--- config.mk ---
export PLATFORM = sky130hd
export DESIGN_NAME = sprbb_minmax
export DESIGN_NICKNAME = d
export VERILOG_FILES = /design/src/hw/rtl/sprbb_pkg.sv /design/src/hw/rtl/sprbb_minmax.sv
export SDC_FILE = /design/constraint.sdc
export NUM_CORES = 1
export LEC_CHECK = 0
export ABC_AREA = 0
export BUFFER_PORTS_ARGS = -buffer_cell sky130_fd_sc_hd__clkbuf_2
export CAP_MARGIN = 20
export CORE_MARGIN = 2
export CORE_UTILIZATION = 43
export CTS_CLUSTER_SIZE = 40
export DETAILED_ROUTE_END_ITERATION = 12
export GPL_ROUTABILITY_DRIVEN = 0
export MAX_ROUTING_LAYER = met4
export PLACE_DENSITY_LB_ADDON = 0.25
export SYNTH_ARGS = -nofsm -noshare
export SYNTH_HDL_FRONTEND = slang
export SYNTH_SLANG_ARGS = --single-unit
--- constraint.sdc ---
create_clock -name clk -period 7.5 [get_ports clk]
set_clock_uncertainty 0.05 [all_clocks]
set_input_delay 0 -clock clk [delete_from_list [all_inputs] [get_ports clk]]
set_output_delay 0 -clock clk [all_outputs]
set_load 0.01 [all_outputs]
--- src/hw/rtl/sprbb_pkg.sv ---
// Shared constants, types and helper functions for the sprite bounding box pipeline.
package sprbb_pkg;

  localparam int FRAC_BITS  = 8;
  localparam int ANGLE_BITS = 16;
  localparam int TRIG_BITS  = 14;

  localparam int COORD_W = 24;
  localparam int SCALE_W = 16;
  localparam int SIZE_W  = 23;
  localparam int TRIG_W  = TRIG_BITS + 2;
  // corner offset from pivot: size minus pivot needs one more bit than a coordinate; two are given
  localparam int DIFF_W  = COORD_W + 2;
  localparam int TX_W    = DIFF_W + SCALE_W;
  localparam int PROD_W  = TX_W + TRIG_W;
  localparam int SUM_W   = PROD_W + 4;
  localparam int RND_SH  = FRAC_BITS + TRIG_BITS;

  // pipeline latencies
  localparam int TRIG_LAT = 6;
  localparam int PIPE_LAT = 1 + TRIG_LAT + 2 + 2;

  // Q30 coefficients of the odd quarter-wave sine polynomial
  localparam logic [31:0] C1 = 32'd1686629713;
  localparam logic [31:0] C3 = 32'd693598668;
  localparam logic [31:0] C5 = 32'd85569306;
  localparam logic [31:0] C7 = 32'd5026995;
  localparam logic [31:0] C9 = 32'd172272;

  localparam logic [TRIG_W-1:0] TRIG_ONE = TRIG_W'(1 << TRIG_BITS);

  typedef logic signed [COORD_W-1:0] coord_t;
  typedef logic signed [TX_W-1:0]    tx_t;
  typedef logic signed [TRIG_W-1:0]  trig_t;

  // scaled corner offsets and position traveling with the sine/cosine
  typedef struct packed {
    tx_t    tx0;
    tx_t    tx1;
    tx_t    ty0;
    tx_t    ty1;
    coord_t px;
    coord_t py;
  } geom_t;

  // phase within the quarter, mirrored in odd quadrants
  function automatic logic [16:0] phase_z(input logic [31:0] a);
    logic [16:0] f;
    f = {1'b0, a[29:14]};
    return a[30] ? (17'h10000 - f) : f;
  endfunction

  // round half up to FRAC_BITS fraction bits, then saturate
  function automatic coord_t round_sat(input logic signed [SUM_W-1:0] v);
    logic signed [SUM_W-1:0] t;
    t = (v + (SUM_W'(1) <<< (RND_SH - 1))) >>> RND_SH;
    if (t > SUM_W'((1 << (COORD_W - 1)) - 1))
      return coord_t'((1 << (COORD_W - 1)) - 1);
    else if (t < -SUM_W'(1 << (COORD_W - 1)))
      return coord_t'(-(1 << (COORD_W - 1)));
    else
      return t[COORD_W-1:0];
  endfunction

endpackage

--- src/hw/rtl/sprbb_minmax.sv ---
// Two-stage min/max tree over the four corners.
module sprbb_minmax (
  input  logic               clk,
  input  sprbb_pkg::coord_t  cx [4],
  input  sprbb_pkg::coord_t  cy [4],
  output sprbb_pkg::coord_t  min_x,
  output sprbb_pkg::coord_t  min_y,
  output sprbb_pkg::coord_t  max_x,
  output sprbb_pkg::coord_t  max_y
);
  import sprbb_pkg::*;

  coord_t lx [2];
  coord_t hx [2];
  coord_t ly [2];
  coord_t hy [2];

  // first level: pairs
  always_ff @(posedge clk) begin
    for (int i = 0; i < 2; i++) begin
      lx[i] <= (cx[2*i] < cx[2*i+1]) ? cx[2*i] : cx[2*i+1];
      hx[i] <= (cx[2*i] > cx[2*i+1]) ? cx[2*i] : cx[2*i+1];
      ly[i] <= (cy[2*i] < cy[2*i+1]) ? cy[2*i] : cy[2*i+1];
      hy[i] <= (cy[2*i] > cy[2*i+1]) ? cy[2*i] : cy[2*i+1];
    end
  end

  // second level: result registers
  always_ff @(posedge clk) begin
    min_x <= (lx[0] < lx[1]) ? lx[0] : lx[1];
    max_x <= (hx[0] > hx[1]) ? hx[0] : hx[1];
    min_y <= (ly[0] < ly[1]) ? ly[0] : ly[1];
    max_y <= (hy[0] > hy[1]) ? hy[0] : hy[1];
  end

endmodule

==> results.cfg, run 1 <==
[drt]
wl_um = 47500
vias = 14237
drc = 0
drt_first_pass_iters = 5
routed_via_density = 5.36
ant_nets = 0
drt-wirelength-per-cell_um = 17.9
drt_iter0_drc = 441

[setup_path]
regToRegEndpoint = max_x[6]$_DFF_P_
r2r_slack_ns = 4.16
crit_slowest_cell = o21ai_2
cp.required_ns = 7.90
end_kind = flop
crit_chain = dlygate4sd3_1 > clkbuf_2 > inv_1 > ha_2 > buf_4 > inv_1 > o221a_2 > nor2_1 > a21oi_1 > o21ai_2 > buf_4 > mux2_2 > dlygate4sd3_1
reg2reg_from = hx[0][47]$_DFF_P_
crit_arrival_ns = 4.75
cp-start-kind = primary input
max_stage_delay_ns = 0.60
r2r_cells = 8
worstSetupPathType = in2reg
crit_fanout = 71

[cells_and_area]
final_cells = 2656
diodes = 0
layout-drive-gt1-share = 0.240
final-seq-area_um2 = 5770
final_nets = 2550
multi_input_area_um2 = 9170
fillers = 3044
final_area_um2 = 21800
area_growth_pct = 36.3

[hold_path]
hold_path_depth = 3
hold_end = ly[0][42]$_DFF_P_
min-delay-start = cy[42]
hold_path_class = in2reg

[clock_tree]
cts_tree = yes
clock_latency_ns = 0.56
cts_setup_buffers = 0
h-tree-depth = 1
cts-root-buf = clkbuf_16
cts_buffers = 30
postCtsHoldBufs = 288
clk_pin_slew_ns = 0.06
ctsResizeCount = 0
clock_path_buffers = 3
numClockSinks = 288

[pwr]
seqPwrFrac = 0.371
intPower_uw = 3900
comb_power_share = 0.361
clockPowerShare = 0.268
vdd_drop_max_v = 0.000208
power.density_nw_per_um2 = 266
switchingPower_uw = 1890
finalPower_uw = 5790
p_leak_uw = 0.0104
switching_share = 0.326

[placed_design]
dpl_cell_area_um2 = 17900
port-buffer-count = 288
place_hpwl_um = 34500
dp.cells = 2315

[timing]
final.period_utilization = 0.580
setup-tns-final_ns = 0
final_hold_viol_count = 0
timing.slew.headroom = 0.425
tightestPinTransition_ns = 0.862
fin_crit_ns = 4.35
rsz0062_at_grt = no
fmax_mhz = 230
hold_ws_ns = 0.195
setup_viol = 0
slew_viol_final = 0

[grt]
grt_pass1_wl_um = 74500
antenna_found_initial = 0
grt_util_all_layers = 0.246
grt_max_degree = 72
grt_overflow = 0
grt_pass1_vias = 14601

[synthesis]
synth_mux_area_frac = 0.171
synth_area_per_cell_um2 = 9.90
synth_cells = 1615
netlist_top_cells_area = dfxtp_1 (36%), ha_1 (15%), mux2_2 (9.6%)
synth_top_family_by_area = multiplexers
synth_edf_count = 0
syn_nets = 1998
synth-main-ff-cell = dfxtp_1
synth_top_area_frac = 0.361
yosysSeqAreaShare = 0.361
async_flop_share = 0
synth.cell_area_um2 = 16000
yosysWarnings = 0
synthSimpleGateAreaFrac = 0.0953
synth_top_cell_by_area = dfxtp_1
synth_most_common_cell = dfxtp_1
synth-compound-area-share = 0.153
synth_fa_ha_area_frac = 0.149
synth_seq_cells = 288
synth_cell_types = 51
yosys.area_share.xor_xnor = 0.00211
synthTopCellsByCount = dfxtp_1 (288), inv_1 (197), ha_1 (190)

[floorplan]
die_w_um = 197
fp.dieArea_um2 = 38700
ios = 289
fp.dieH_um = 197
start_util = 0.437
std_cell_rows = 70
core_area_um2 = 36600

[outcome]
outcome = complete, no violations

[job]
drv.max_cap_violation_count = 0
[cell usage in the layout, fill, tap and decap left out, drive strengths merged, types with 4 or more instances in the layout]
| cell | netlist | layout |
|---|---|---|
| a211oi | 32 | 32 |
| a21o | 16 | 16 |
| a21oi | 120 | 120 |
| a221o | 50 | 50 |
| a221oi | 28 | 28 |
| and4 | 29 | 29 |
| buf | 26 | 22 |
| bufinv | 0 | 4 |
| clkbuf | 52 | 329 |
| clkinv | 0 | 4 |
| clkinvlp | 0 | 4 |
| dfxtp | 288 | 288 |
| dlygate4sd3 | 0 | 288 |
| ha | 190 | 190 |
| inv | 197 | 197 |
| mux2 | 195 | 195 |
| mux2i | 47 | 47 |
| nand2 | 72 | 72 |
| nand2b | 4 | 4 |
| nand3 | 37 | 37 |
| nand4 | 31 | 31 |
| nand4b | 22 | 22 |
| nor2 | 24 | 24 |
| nor2b | 33 | 33 |
| nor3 | 10 | 10 |
| nor4 | 5 | 5 |
| o211ai | 29 | 29 |
| o21ai | 33 | 33 |
| o31a | 22 | 22 |
[flip-flops by register name, summed over array words and instances, names as in the netlist]
signal and cells:
hx 48, hy 48, lx 48, ly 48, max_x 24, max_y 24
min_x 24, min_y 24
[power groups by stage]
stage	Combinational (µW)	Clock (µW)	Sequential, µW
floorplan	1160	0	2210
global placement	1840	0	2180
detailed placement	1890	0	2180
CTS	2080	1580	2150
global route	2290	1630	2190
finish	2090	1550	2150
[cells by family after synthesis]
group | after synthesis
buffers and inverters | 275
adders and majority gates | 190
AOI/OAI and AO/OA | 348
DFF | 288
muxes | 242
xor gates and xnor gates | 3
and+or+nand+nor | 269
[final cells by class]
cell class                 count  area share
multi-input combinational   1052       0.421
sequential                   288       0.265
timing repair buffer         598       0.207
clock buffer                  41      0.0392
inverter                     197      0.0339
tap                          468      0.0269
clock inverter                12     0.00781
[metrics by stage]
step / worst slack [ns] / utilization
final: 3.15 / 0.595
after global routing: 2.84 / 0.595
after CTS: 3.24 / 0.595
after detailed placement: 3.76 / 0.489
after global placement: 3.81 / 0.488
after floorplan: 4.90 / -
[critical path: cells and delay by family]
family / cells / cell delay (ns)
simple gates: 1 / 0.15
compound gates: 3 / 1.25
fa+ha+maj: 1 / 0.29
mux: 1 / 0.36
buf+inv: 7 / 2.64
[worst max-delay path by stage]
stage / from / endpoint / slack [ns] / depth (start not counted)
after floorplan: hy[0][33]$_DFF_P_ / max_y[10]$_DFF_P_ / 4.90 / 9
after global placement: cx[71] / hx[0][23]$_DFF_P_ / 3.81 / 11
after detailed placement: cx[71] / hx[0][23]$_DFF_P_ / 3.76 / 11
after CTS: cx[71] / hx[0][14]$_DFF_P_ / 3.24 / 13
after global routing: cx[71] / hx[0][16]$_DFF_P_ / 2.84 / 13
final: cx[71] / hx[0][19]$_DFF_P_ / 3.15 / 13
[per-layer routing]
layer  GRT usage  wire (µm)
met1       0.277      19700
met2       0.449      24000
met3      0.0299       2190
met4      0.0863       1620
met5           -          0
Power figures use the tool's default switching activity.
==> inputs of run 2 (changes only) <==
- ABC_AREA: 0 -> 1
- clock period: 7.5 -> 4.4 ns (I/O delays scaled with it)
==> run 2 against run 1 <==
Largest cell class unchanged; highest routed layer unchanged; utilization is 0.21 points lower; first-iteration DRC count grew 62%; critical endpoint is now hx[0][31]$_DFF_P_; combinational power is 66% higher; global-route usage down 0.13 points; flip-flop and latch count did not move; non-clock buffer count fell by 11; synthesized cell count up 33%; sequential power up 74%; wire length down 6.4%; design area shrank 3.9%; final cell count increased by 20%.
==> results.cfg, run 2 <==
[outcome]
outcome = complete, no violations

[placed_design]
port-buffer-count = 288
pre_cts_ws_ns = 1.39
place_hpwl_um = 33800
dpl_cell_area_um2 = 16900

[floorplan]
fp.dieH_um = 192
die_w_um = 192
std_cell_rows = 69
core_area_um2 = 35300
ios = 289
fp.dieArea_um2 = 37000
start_util = 0.432

[setup_path]
worstSetupPathType = in2reg
crit_fanout = 48
end_kind = flop
r2r_slack_ns = 1.45
regToRegEndpoint = max_x[20]$_DFF_P_
r2r_cells = 10
reg2reg_from = hx[0][47]$_DFF_P_
crit_arrival_ns = 4.08
cp-start-kind = primary input
cp.required_ns = 4.85

[grt]
grt_overflow = 0
grt_util_all_layers = 0.245
grt_pass1_wl_um = 71300
grt_pass1_vias = 14864
grt_max_degree = 49
antenna_found_initial = 2

[synthesis]
synth_most_common_cell = nand2_1
synthSimpleGateAreaFrac = 0.337
synth_top_area_frac = 0.378
netlist_top_cells_area = dfxtp_1 (38%), nand2_1 (20%), ha_1 (16%)
synth_cell_types = 23
synth-main-ff-cell = dfxtp_1
synth_area_per_cell_um2 = 7.09
synth_top_family_by_area = simple AND/OR/NAND/NOR gates
yosysWarnings = 0
synth_mux_area_frac = 0
synthTopCellsByCount = nand2_1 (798), nand3_1 (318), dfxtp_1 (288)
synth_top_cell_by_area = dfxtp_1
synth_cells = 2155
synth-compound-area-share = 0.0334
synth_seq_cells = 288
yosysSeqAreaShare = 0.378
syn_nets = 2538
synth_fa_ha_area_frac = 0.156
synth.cell_area_um2 = 15300
synth_edf_count = 0
yosys.area_share.xor_xnor = 0
async_flop_share = 0

[drt]
vias = 15408
routed_via_density = 4.84
drt-wirelength-per-cell_um = 13.9
wl_um = 44400
drt_iter0_drc = 713
drt_first_pass_iters = 7
drc = 0
ant_nets = 0

[timing]
rsz0062_at_grt = no
timing.slew.headroom = 0.341
slew_viol_final = 0
setup-tns-final_ns = 0
fin_crit_ns = 3.63
hold_ws_ns = 0.169
final_hold_viol_count = 0
fmax_mhz = 276
setup_viol = 0
tightestPinTransition_ns = 0.985
setup_ws_ns = 0.770
final.period_utilization = 0.825

[cells_and_area]
final_nets = 3080
area_growth_pct = 37.2
layout_common_cells = nand2_1 (798), nand3_1 (318), dlygate4sd3_1 (288), dfxtp_1 (288), clkbuf_2 (288)
layout-drive-gt1-share = 0.135
postLayoutCoreUtil = 0.593
final_common_cell = nand2_1
final_area_um2 = 20900

[clock_tree]
h-tree-depth = 1
clock_latency_ns = 0.56
cts_buffers = 31
numClockSinks = 288
cts-root-buf = clkbuf_16
clock_path_buffers = 3
clk_pin_slew_ns = 0.06
ctsResizeCount = 0
cts_tree = yes

[job]
drv.max_cap_violation_count = 0

[pwr]
p_leak_uw = 0.0118
power.density_nw_per_um2 = 476
vdd_drop_max_v = 0.000306

[hold_path]
hold_path_class = in2reg
min-delay-start = cy[65]
hold_path_depth = 4
hold_end = ly[0][17]$_DFF_P_
run 2: cell types whose count changed in the layout (fill, tap and decap cells not counted), moves of 37 or more:
cell / previous run / this run
a21oi_1: 119 / 64
inv_1: 197 / 278
a221o_1: 50 / 0
mux2_2: 136 / 0
nand2_1: 72 / 798
nor2_1: 24 / 61
mux2_1: 39 / 0
mux2i_1: 47 / 0
nand3_1: 37 / 318
run 2: worst max path at each step:
| stage | endpoint | startpoint | slack (ns) | cells after the start |
|---|---|---|---|---|
| global placement | hy[0][7]$_DFF_P_ | cy[71] | 1.44 | 11 |
| global route | hx[0][32]$_DFF_P_ | cx[23] | 0.54 | 12 |
| CTS | hx[0][41]$_DFF_P_ | cx[23] | 0.86 | 12 |
| detailed placement | hy[0][10]$_DFF_P_ | cy[71] | 1.39 | 11 |
| finish | hx[0][31]$_DFF_P_ | cx[23] | 0.77 | 12 |
| floorplan | min_y[10]$_DFF_P_ | ly[0][47]$_DFF_P_ | 2.56 | 12 |
run 2: cells by family after synthesis:
group,Yosys count
fa+ha+maj,190
buf+inv,356
simple gates,1226
compound gates,95
flops,288
run 2: stage by stage:
step	std cells	power, µW
global placement	2837	6830
global route	3184	10700
CTS	3182	10000
detailed placement	2837	6900
floorplan	2155	5740
finish	3186	9970
run 2: worst max-delay path, stage by stage:
cell and delay [ns]:
dlygate4sd3_1 0.55, clkbuf_2 0.13, inv_1 0.05, ha_1 0.39, a21oi_1 0.18, o21ai_1 0.08
nor2_1 0.31, nand4_2 0.59, nand2_2 0.94, nand3_1 0.16, nand2_1 0.12, dlygate4sd3_1 0.55
run 2: layer usage:
layer	GRT usage	share of wire	up-vias
li1	-	-	7927
met1	0.276	0.41	6910
met2	0.455	0.51	492
met3	0.0282	0.059	79
met4	0.0672	0.025	0
met5	-	0	-
run 2: repair_timing:
| item | in CTS | in global routing |
|---|---|---|
| hold buffers | 288 | 0 |
| endpoints found under the hold margin | 192 | 0 |
| buffers inserted | 0 | 0 |
run 2: report_power, final:
part           leakage, µW  internal (µW)  total (µW)  switching (µW)
Clock             0.000558           1700        2760            1050
Sequential         0.00242           3360        3740             379
Combinational      0.00881           1430        3470            2040
Total               0.0118           6500        9970            3470
run 2: layout make-up:
cell class	instances	area (µm²)
antenna	4	10.0
clock buffer	44	935
clock inverter	13	175
fill	3090	14400
inverter	278	1040
multi-input combinational	1511	8030
sequential	288	5770
tap	461	577
timing repair buffer	587	4410
